===== src/rtl/plkt_pkg.sv =====
// ----------------------------------------------------------------------------
// plkt_pkg
// Shared types and constants for the parent-linked key table.
// ----------------------------------------------------------------------------
package plkt_pkg;

   localparam int KEY_W    = 32;
   localparam int OP_W     = 2;
   localparam int STATUS_W = 3;
   localparam int LIMIT_W  = 5;
   localparam logic [LIMIT_W-1:0] LIMIT_RESET = 5'd16;

   typedef enum logic [OP_W-1:0] {
      OP_INSERT   = 2'd0,
      OP_DELETE   = 2'd1,
      OP_FIND     = 2'd2,
      OP_CHILDREN = 2'd3
   } op_type;

   typedef enum logic [STATUS_W-1:0] {
      ST_OK             = 3'd0,
      ST_DUPLICATE      = 3'd1,
      ST_PARENT_MISSING = 3'd2,
      ST_FULL           = 3'd3,
      ST_HAS_CHILDREN   = 3'd4,
      ST_NOT_FOUND      = 3'd5
   } status_type;

   typedef enum logic [1:0] {
      S_IDLE,
      S_COMPARE,
      S_RESOLVE,
      S_CHILD
   } state_type;

   typedef struct packed {
      op_type           op;
      logic [KEY_W-1:0] entry_key;
      logic [KEY_W-1:0] parent_key;
      logic [KEY_W-1:0] info_word;
   } cmd_type;

   typedef struct packed {
      status_type       status;
      logic [KEY_W-1:0] out_key;
      logic [KEY_W-1:0] out_parent;
      logic [KEY_W-1:0] out_info;
      logic             last;
   } rsp_type;

endpackage


===== src/rtl/plkt_front.sv =====
// ----------------------------------------------------------------------------
// plkt_front
// Request intake: decodes the operation and buffers commands in a
// two-entry queue ahead of the table engine.
// ----------------------------------------------------------------------------
module plkt_front (
   input  logic                       clock,
   input  logic                       reset,
   input  logic                       in_valid,
   output logic                       in_ready,
   input  logic [plkt_pkg::OP_W-1:0]  operation,
   input  logic [plkt_pkg::KEY_W-1:0] entry_key,
   input  logic [plkt_pkg::KEY_W-1:0] parent_key,
   input  logic [plkt_pkg::KEY_W-1:0] info_word,
   output logic                       cmd_valid,
   output plkt_pkg::cmd_type          cmd,
   input  logic                       cmd_pop
);
   import plkt_pkg::*;

   cmd_type    slot_ff [2];
   cmd_type    new_cmd;
   logic       wr_ptr_ff, wr_ptr_in;
   logic       rd_ptr_ff, rd_ptr_in;
   logic [1:0] fill_ff, fill_in;
   logic       push, pop;

   assign in_ready  = (fill_ff != 2'd2);
   assign cmd_valid = (fill_ff != 2'd0);
   assign cmd       = slot_ff[rd_ptr_ff];
   assign push      = in_valid && in_ready;
   assign pop       = cmd_pop && cmd_valid;

   always_comb begin
      new_cmd.op         = op_type'(operation);
      new_cmd.entry_key  = entry_key;
      new_cmd.parent_key = parent_key;
      new_cmd.info_word  = info_word;
   end

   always_comb begin
      wr_ptr_in = push ? ~wr_ptr_ff : wr_ptr_ff;
      rd_ptr_in = pop  ? ~rd_ptr_ff : rd_ptr_ff;
      fill_in   = fill_ff + {1'b0, push} - {1'b0, pop};
   end

   always_ff @(posedge clock) begin
      if (reset) begin
         wr_ptr_ff <= 1'b0;
         rd_ptr_ff <= 1'b0;
         fill_ff   <= 2'd0;
      end else begin
         wr_ptr_ff <= wr_ptr_in;
         rd_ptr_ff <= rd_ptr_in;
         fill_ff   <= fill_in;
      end
   end

   always_ff @(posedge clock) begin
      if (push) begin
         slot_ff[wr_ptr_ff] <= new_cmd;
      end
   end

endmodule


===== src/rtl/plkt_engine.sv =====
// ----------------------------------------------------------------------------
// plkt_engine
// Table storage with parallel key/parent compare, command sequencer and
// registered response stage.
// ----------------------------------------------------------------------------
module plkt_engine #(
   parameter int CAPACITY = 16
) (
   input  logic                         clock,
   input  logic                         reset,
   input  logic                         cmd_valid,
   input  plkt_pkg::cmd_type            cmd,
   output logic                         cmd_pop,
   input  logic [plkt_pkg::LIMIT_W-1:0] table_limit,
   output logic                         rsp_valid,
   input  logic                         rsp_ready,
   output plkt_pkg::rsp_type            rsp
);
   import plkt_pkg::*;

   localparam int CW = $clog2(CAPACITY + 1);
   localparam int IW = (CAPACITY > 1) ? $clog2(CAPACITY) : 1;
   localparam int LW = (CW > LIMIT_W) ? CW : LIMIT_W;

   // entry storage, compared in parallel
   logic [KEY_W-1:0]    key_ff  [CAPACITY];
   logic [KEY_W-1:0]    par_ff  [CAPACITY];
   logic [KEY_W-1:0]    info_ff [CAPACITY];
   logic [CW-1:0]       count_ff, count_in;

   state_type           st_ff, st_in;
   cmd_type             cmd_ff, cmd_in;
   logic [CAPACITY-1:0] key_hit_ff, key_hit_in;
   logic [CAPACITY-1:0] aux_ff, aux_in, aux_match, child_rest;

   logic                rsp_valid_ff;
   rsp_type             rsp_ff, rsp_in;
   logic                load, out_free;

   logic [IW-1:0]       hit_idx, child_idx, last_idx, rd_idx, wr_idx;
   logic                wr_en, full;
   logic [KEY_W-1:0]    wr_key, wr_par, wr_info, rd_key, rd_par, rd_info;

   assign out_free  = !rsp_valid_ff || rsp_ready;
   assign rsp_valid = rsp_valid_ff;
   assign rsp       = rsp_ff;

   // compare: key hits, and the op-dependent auxiliary match
   always_comb begin
      for (int i = 0; i < CAPACITY; i++) begin
         logic live;
         live = (CW'(i) < count_ff);
         key_hit_in[i] = live && (key_ff[i] == cmd_ff.entry_key);
         unique case (cmd_ff.op)
            OP_INSERT:   aux_match[i] = live && (key_ff[i] == cmd_ff.parent_key);
            OP_DELETE:   aux_match[i] = live && (par_ff[i] == cmd_ff.entry_key);
            OP_FIND:     aux_match[i] = 1'b0;
            OP_CHILDREN: aux_match[i] = live && (par_ff[i] == cmd_ff.parent_key);
            default:     aux_match[i] = 1'b0;
         endcase
      end
   end

   // lowest-index hit comes out of each encoder
   always_comb begin
      hit_idx   = '0;
      child_idx = '0;
      for (int i = CAPACITY - 1; i >= 0; i--) begin
         if (key_hit_ff[i]) hit_idx = IW'(i);
         if (aux_ff[i])     child_idx = IW'(i);
      end
   end

   assign child_rest = aux_ff & ~({{(CAPACITY-1){1'b0}}, 1'b1} << child_idx);
   assign last_idx   = IW'(count_ff - CW'(1));
   assign full       = (LW'(count_ff) >= LW'(table_limit)) || (count_ff == CW'(CAPACITY));

   // single read port
   always_comb begin
      if (st_ff == S_CHILD) begin
         rd_idx = child_idx;
      end else if (cmd_ff.op == OP_DELETE) begin
         rd_idx = last_idx;
      end else begin
         rd_idx = hit_idx;
      end
      rd_key  = key_ff[rd_idx];
      rd_par  = par_ff[rd_idx];
      rd_info = info_ff[rd_idx];
   end

   // next state
   always_comb begin
      st_in = st_ff;
      unique case (st_ff)
         S_IDLE:    if (cmd_valid) st_in = S_COMPARE;
         S_COMPARE: st_in = S_RESOLVE;
         S_RESOLVE: begin
            if (out_free) begin
               st_in = (cmd_ff.op == OP_CHILDREN && aux_ff != '0) ? S_CHILD : S_IDLE;
            end
         end
         S_CHILD:   if (out_free && child_rest == '0) st_in = S_IDLE;
         default:   st_in = S_IDLE;
      endcase
   end

   // datapath control
   always_comb begin
      cmd_pop  = 1'b0;
      cmd_in   = cmd_ff;
      aux_in   = aux_ff;
      count_in = count_ff;
      load     = 1'b0;
      wr_en    = 1'b0;
      wr_idx   = IW'(count_ff);
      wr_key   = cmd_ff.entry_key;
      wr_par   = cmd_ff.parent_key;
      wr_info  = cmd_ff.info_word;
      rsp_in   = '{status: ST_OK, out_key: '0, out_parent: '0, out_info: '0, last: 1'b1};
      unique case (st_ff)
         S_IDLE: begin
            if (cmd_valid) begin
               cmd_pop = 1'b1;
               cmd_in  = cmd;
            end
         end
         S_COMPARE: aux_in = aux_match;
         S_RESOLVE: begin
            if (out_free) begin
               unique case (cmd_ff.op)
                  OP_INSERT: begin
                     load = 1'b1;
                     priority if (full) begin
                        rsp_in.status = ST_FULL;
                     end else if (key_hit_ff != '0) begin
                        rsp_in.status = ST_DUPLICATE;
                     end else if (cmd_ff.parent_key != '0 && aux_ff == '0) begin
                        rsp_in.status = ST_PARENT_MISSING;
                     end else begin
                        wr_en    = 1'b1;
                        count_in = count_ff + CW'(1);
                     end
                  end
                  OP_DELETE: begin
                     load = 1'b1;
                     priority if (aux_ff != '0) begin
                        rsp_in.status = ST_HAS_CHILDREN;
                     end else if (key_hit_ff == '0) begin
                        rsp_in.status = ST_NOT_FOUND;
                     end else begin
                        // last entry fills the hole
                        wr_en    = 1'b1;
                        wr_idx   = hit_idx;
                        wr_key   = rd_key;
                        wr_par   = rd_par;
                        wr_info  = rd_info;
                        count_in = count_ff - CW'(1);
                     end
                  end
                  OP_FIND: begin
                     load = 1'b1;
                     if (key_hit_ff != '0) begin
                        rsp_in.out_key    = rd_key;
                        rsp_in.out_parent = rd_par;
                        rsp_in.out_info   = rd_info;
                     end else begin
                        rsp_in.status = ST_NOT_FOUND;
                     end
                  end
                  OP_CHILDREN: begin
                     if (aux_ff == '0) begin
                        load          = 1'b1;
                        rsp_in.status = ST_NOT_FOUND;
                     end
                  end
                  default: load = 1'b0;
               endcase
            end
         end
         S_CHILD: begin
            if (out_free) begin
               load              = 1'b1;
               aux_in            = child_rest;
               rsp_in.out_key    = rd_key;
               rsp_in.out_parent = cmd_ff.parent_key;
               rsp_in.out_info   = rd_info;
               rsp_in.last       = (child_rest == '0);
            end
         end
         default: cmd_pop = 1'b0;
      endcase
   end

   always_ff @(posedge clock) begin
      if (reset) begin
         st_ff        <= S_IDLE;
         count_ff     <= '0;
         rsp_valid_ff <= 1'b0;
      end else begin
         st_ff    <= st_in;
         count_ff <= count_in;
         if (load) begin
            rsp_valid_ff <= 1'b1;
         end else if (rsp_ready) begin
            rsp_valid_ff <= 1'b0;
         end
      end
   end

   always_ff @(posedge clock) begin
      cmd_ff     <= cmd_in;
      key_hit_ff <= key_hit_in;
      aux_ff     <= aux_in;
      if (load) begin
         rsp_ff <= rsp_in;
      end
      if (wr_en) begin
         key_ff[wr_idx]  <= wr_key;
         par_ff[wr_idx]  <= wr_par;
         info_ff[wr_idx] <= wr_info;
      end
   end

   a_count_bound: assert property (@(posedge clock) disable iff (reset)
      count_ff <= CW'(CAPACITY))
      else $error("entry count beyond capacity");

   a_child_pending: assert property (@(posedge clock) disable iff (reset)
      st_ff == S_CHILD |-> aux_ff != '0)
      else $error("child walk with no children left");

   a_partial_in_walk: assert property (@(posedge clock) disable iff (reset)
      rsp_valid_ff && !rsp_ff.last |-> st_ff == S_CHILD && rsp_ff.status == ST_OK)
      else $error("non-final response outside child walk");

endmodule


===== src/rtl/parent_linked_key_table.sv =====
// Path: a request is queued in the front, then taken through the engine's dequeue,
//   compare and resolve states into the response register; a busy output stalls resolve.
// Find-children then returns one child per cycle while the response register is free.
// The compare is a parallel match over all entries; the single table read port and
//   the one-at-a-time sequencer mean a new request is dequeued only after the last is done.
// Reset: table empty, table_limit 16, no clearing pass; entries are undefined until written.
// ----------------------------------------------------------------------------
// parent_linked_key_table
// Fixed-capacity key table with parent links: insert, delete, find and
// find-children. Front queue decouples intake from the table engine.
// ----------------------------------------------------------------------------
module parent_linked_key_table #(
   parameter int CAPACITY = 16
) (
   input  logic                         clock,
   input  logic                         reset,
   // request channel
   input  logic                         req_tvalid,
   output logic                         req_tready,
   input  logic [3*plkt_pkg::KEY_W-1:0] req_tdata,  // entry_key, parent_key, info_word
   input  logic [plkt_pkg::OP_W-1:0]    req_tuser,  // operation
   // response channel
   output logic                         rsp_tvalid,
   input  logic                         rsp_tready,
   output logic [3*plkt_pkg::KEY_W-1:0] rsp_tdata,  // out_key, out_parent, out_info
   output logic [plkt_pkg::STATUS_W-1:0] rsp_tuser, // status
   output logic                         rsp_tlast,  // last result of this request
   // table_limit register write
   input  logic                         csr_valid,
   output logic                         csr_ready,
   input  logic [plkt_pkg::LIMIT_W-1:0] csr_data
);
   import plkt_pkg::*;

   logic [LIMIT_W-1:0] table_limit_ff, table_limit_in;
   logic               cmd_valid, cmd_pop;
   cmd_type            cmd;
   rsp_type            rsp;

   // config writes are to be issued only while idle (not enforced here); always ready
   assign csr_ready      = 1'b1;
   assign table_limit_in = (csr_valid && csr_ready) ? csr_data : table_limit_ff;

   always_ff @(posedge clock) begin
      if (reset) begin
         table_limit_ff <= LIMIT_RESET;
      end else begin
         table_limit_ff <= table_limit_in;
      end
   end

   // front: decode and queue each request transaction
   plkt_front u_front (
      .clock      (clock),
      .reset      (reset),
      .in_valid   (req_tvalid),
      .in_ready   (req_tready),
      .operation  (req_tuser),
      .entry_key  (req_tdata[KEY_W-1:0]),
      .parent_key (req_tdata[2*KEY_W-1:KEY_W]),
      .info_word  (req_tdata[3*KEY_W-1:2*KEY_W]),
      .cmd_valid  (cmd_valid),
      .cmd        (cmd),
      .cmd_pop    (cmd_pop)
   );

   // back: compare, update and respond
   plkt_engine #(
      .CAPACITY (CAPACITY)
   ) u_engine (
      .clock       (clock),
      .reset       (reset),
      .cmd_valid   (cmd_valid),
      .cmd         (cmd),
      .cmd_pop     (cmd_pop),
      .table_limit (table_limit_ff),
      .rsp_valid   (rsp_tvalid),
      .rsp_ready   (rsp_tready),
      .rsp         (rsp)
   );

   // response packing, first field lowest
   assign rsp_tdata = {rsp.out_info, rsp.out_parent, rsp.out_key};
   assign rsp_tuser = rsp.status;
   assign rsp_tlast = rsp.last;

endmodule


===== config.mk =====
export PLATFORM = sky130hd
export DESIGN_NAME = parent_linked_key_table
export DESIGN_NICKNAME = d
export VERILOG_FILES = /design/src/rtl/plkt_pkg.sv /design/src/rtl/plkt_front.sv /design/src/rtl/plkt_engine.sv /design/src/rtl/parent_linked_key_table.sv
export SDC_FILE = /design/constraint.sdc
export NUM_CORES = 2
export LEC_CHECK = 0
export BUFFER_PORTS_ARGS = -buffer_cell sky130_fd_sc_hd__buf_2
export CAP_MARGIN = 20
export CELL_PAD_IN_SITES_DETAIL_PLACEMENT = 1
export CELL_PAD_IN_SITES_GLOBAL_PLACEMENT = 2
export CORE_MARGIN = 4
export CORE_UTILIZATION = 40
export CTS_BUF_LIST = sky130_fd_sc_hd__clkbuf_16
export DETAILED_ROUTE_END_ITERATION = 8
export PLACE_DENSITY = 0.69
export SLEW_MARGIN = 20
export SYNTH_ARGS = -nofsm -noshare
export SYNTH_HDL_FRONTEND = slang
export SYNTH_SLANG_ARGS = --single-unit

===== constraint.sdc =====
create_clock -name clock -period 15.1 [get_ports clock]
set_input_delay 3.02 -clock clock [delete_from_list [all_inputs] [get_ports clock]]
set_output_delay 3.02 -clock clock [all_outputs]
set_load 0.01 [all_outputs]

==> flow_metrics.tcl <==
set metrics [dict create \
    dp_hpwl_um 317000 \
    syn_area_per_cell_um2 14.5 \
    ir_drop_v 0.000176 \
    synth_nets 6795 \
    setup_viol 0 \
    cts-buffers-inserted 218 \
    grt_usage_pct 36.4 \
    slowest_stage "nor2_4" \
    clock_sinks 1979 \
    cts.clk_slew.worst_paths_ns 0.06 \
    wl_um 467000 \
    synth_commonest_cells "edfxtp_1, xor2_1, xnor2_1" \
    internal-power_mw 12.8 \
    grt_pass1_wl_um 617000 \
    htreeDepth 4 \
    synth_cells 6676 \
    die_y_um 500 \
    die_w_um 500 \
    port_buffers 209 \
    path_cells "buf_2 > nand2b_1 > nand2_1 > nor2_1 > and3_1 > nand2_1 > buf_4 > nor3b_1 > a21oi_1 > nand3b_1 > nor2_4 > buf_4 > buf_4" \
    dr_wl_met3_um 69400 \
    wl_met1_um 181000 \
    layout-drive-gt1-share_pct 20.1 \
    core_area_um2 241000 \
    crit_path_end_kind "flip-flop" \
    clock_latency_ns 0.91 \
    syn_area_um2 97000 \
    yosysMostFrequentCell "edfxtp_1" \
    dp.cells 9860 \
    first_pass_iters 6 \
    fin_skew_ns 0.0488 \
    drtIter0Drc 11784 \
    combPwrFrac_pct 45.5 \
    drc 0 \
    dieArea_um2 250000 \
    ys_seq_area_share_pct 60.9 \
    grt_max_degree 97 \
    timing.slew.headroom_pct 5.06 \
    ys_warn_count 0 \
    cts_hold_buf 0 \
    fp-row-count 180 \
    power_density_nw_per_um2 211 \
    cp_max_fo 43 \
    cts_tree "built" \
    viasPerCell 6.72 \
    hold_path.class "reg2reg" \
    crit_arrival_ns 7.74 \
    ys_top_cells_by_area "edfxtp_1, xor2_1, xnor2_1" \
    ys_async_sr_fraction_pct 0 \
    p_clk_share_pct 23.6 \
    cts_setup_buffers 0 \
    synth_enable_flop_cells 1946 \
    hold_viol 0 \
    antenna_found_initial 48 \
    wl_per_cell_um 45.4 \
    min_period_over_period_pct 48.0 \
    tightestPinTransition_ns 1.41 \
    clock_path_buffers 3 \
    initial_core_util_pct 40.2 \
    setup-tns-final_ns 0 \
    num-fill-cells 23762 \
    grt_pass1_vias 66493 \
    p_sw_mw 10.4 \
    post_cts_resize_count 0 \
    synth_cell_type_count 90 \
    switching_share_pct 44.8 \
    status "finished, final reports clean" \
    ys.flop_type "edfxtp_1" \
    finalMaxSlewViolations 0 \
    vias 69211 \
    cpPeakStageDelay_ns 0.91 \
    cp_common_cell "buf_4" \
    min_period_ns 7.25 \
    ios 211 \
    gp_congestion 1.05 \
    syn_to_final_growth_pct 13.1 \
    criticalPathCategory "in2reg" \
    synth.top_cell.area_share_pct 60.3 \
    top_layer "met5" \
    wl_met2_um 188000 \
    synth_seq_cells 1979 \
    rsz0062_at_grt "false" \
    fmax_mhz 138 \
    p_leak_nw 35.8 \
    maxCapViolCount 0 \
    postRouteAntennaNets 0 \
    p_seq_share_pct 30.9 \
    cp.required_ns 15.59 \
    instances_no_fill 10294 \
    num-nets-final 7014 \
    cts_root_buf "clkbuf_16" \
    worst_setup_path_start_kind "input port" \
    grt-ovfl-total 0 \
    yosysTopAreaCell "edfxtp_1" \
]
-- worst max-delay path: cells and delay by family --
| kind | cells | cell delay, ns |
|---|---|---|
| and+or+nand+nor | 8 | 2.20 |
| AOI/OAI and AO/OA | 1 | 0.28 |
| buffers and inverters | 4 | 2.02 |
-- final timing paths --
path / from / to / slack, ns / cells after the start
setup / recovery: rsp_tready / u_engine.key_ff[0][10]$_DFFE_PP_ / 7.85 / 13
hold / removal: table_limit_ff[1]$_SDFFE_PP0P_ / table_limit_ff[1]$_SDFFE_PP0P_ / 0.51 / 2
setup reg to reg: u_engine.count_ff[1]$_SDFFE_PP0P_ / u_engine.key_ff[6][31]$_DFFE_PP_ / 8.50 / 14
hold reg to reg: table_limit_ff[1]$_SDFFE_PP0P_ / table_limit_ff[1]$_SDFFE_PP0P_ / 0.51 / 2
-- power groups by stage --
stage	registers, mW	clock network, mW	logic (mW)
floorplan	7.15	0	5.43
global placement	7.23	0	9.92
detailed placement	7.24	0	9.97
CTS	7.12	5.51	10.0
global route	7.14	5.75	10.5
finish	7.13	5.47	10.5
-- registers in the layout, indices dropped and copies added, names as in the netlist, 16 cells and up --
| name | flops |
|---|---|
| u_engine.info_ff | 512 |
| u_engine.key_ff | 512 |
| u_engine.par_ff | 512 |
| u_front.slot_ff | 196 |
| u_engine.rsp | 100 |
| u_engine.cmd_ff | 98 |
| u_engine.aux_ff | 16 |
| u_engine.key_hit_ff | 16 |
-- cell type report --
class	instances	area [µm²]	area share, %
antenna	26	65.1	0.0593
clock buffer	221	5530	5.04
clock inverter	187	1680	1.53
inverter	109	409	0.373
multi-input combinational	4127	35900	32.7
sequential	1979	59100	53.9
tap	3185	3990	3.63
timing repair buffer	460	3040	2.77
-- layout by cell type, fill, tap and decap left out, types with 26 or more instances in the layout --
master | Yosys | routed
edfxtp_1 | 1946 | 1946
o21ai_1 | 62 | 61
clkbuf_16 | 0 | 221
o221ai_1 | 62 | 62
o211ai_2 | 41 | 41
nand4_1 | 211 | 211
clkinv_1 | 0 | 58
buf_4 | 42 | 242
o21ai_0 | 120 | 120
xnor2_1 | 527 | 527
o211ai_1 | 75 | 75
a31oi_1 | 28 | 28
a211oi_1 | 46 | 46
nor4_1 | 264 | 250
and3_1 | 30 | 29
bufinv_16 | 0 | 26
diode_2 | 0 | 26
a22o_1 | 26 | 26
o2111ai_1 | 55 | 55
a21oi_1 | 138 | 133
inv_1 | 109 | 136
o221a_2 | 63 | 63
mux2_2 | 188 | 188
clkinv_2 | 0 | 46
nor2b_1 | 67 | 67
buf_2 | 112 | 209
mux4_2 | 151 | 151
dfxtp_1 | 33 | 32
nor3_1 | 35 | 30
nor2_1 | 70 | 50
a211oi_2 | 42 | 40
nand3_1 | 174 | 174
nand2_1 | 124 | 124
a32o_1 | 27 | 27
xor2_1 | 1013 | 1013
mux2i_4 | 21 | 27
mux2i_1 | 236 | 236
-- cells by family after synthesis --
logic type	count (synthesis)	share of synthesized area [%]
DFF	1979	60.9
xor gates and xnor gates	1540	13.9
and+or+nand+nor	1036	6.03
AOI/OAI and AO/OA	930	7.57
muxes	607	8.77
buffers and inverters	570	2.61
adders and majority gates	13	0.163
other	1	0.00387
-- metrics by stage --
| stage | power (mW) | setup WS, ns | area, µm² | util (%) | hold WS, ns |
|---|---|---|---|---|---|
| after floorplan | 12.6 | 6.10 | 97000 | - | 0.460 |
| after global placement | 17.1 | 7.07 | 102000 | 42.5 | 0.507 |
| after detailed placement | 17.2 | 7.04 | 102000 | 42.5 | 0.512 |
| after CTS | 22.6 | 7.95 | 110000 | 45.5 | 0.531 |
| after global routing | 23.4 | 7.71 | 110000 | 45.5 | 0.554 |
| final | 23.1 | 7.85 | 110000 | 45.5 | 0.512 |
-- layer usage --
layer / up-vias / track usage [%]
li1: 26204 / -
met1: 36373 / 48.9
met2: 5421 / 49.9
met3: 1177 / 16.0
met4: 36 / 17.8
met5: - / 1.18
(Power assumes the default switching activity.)
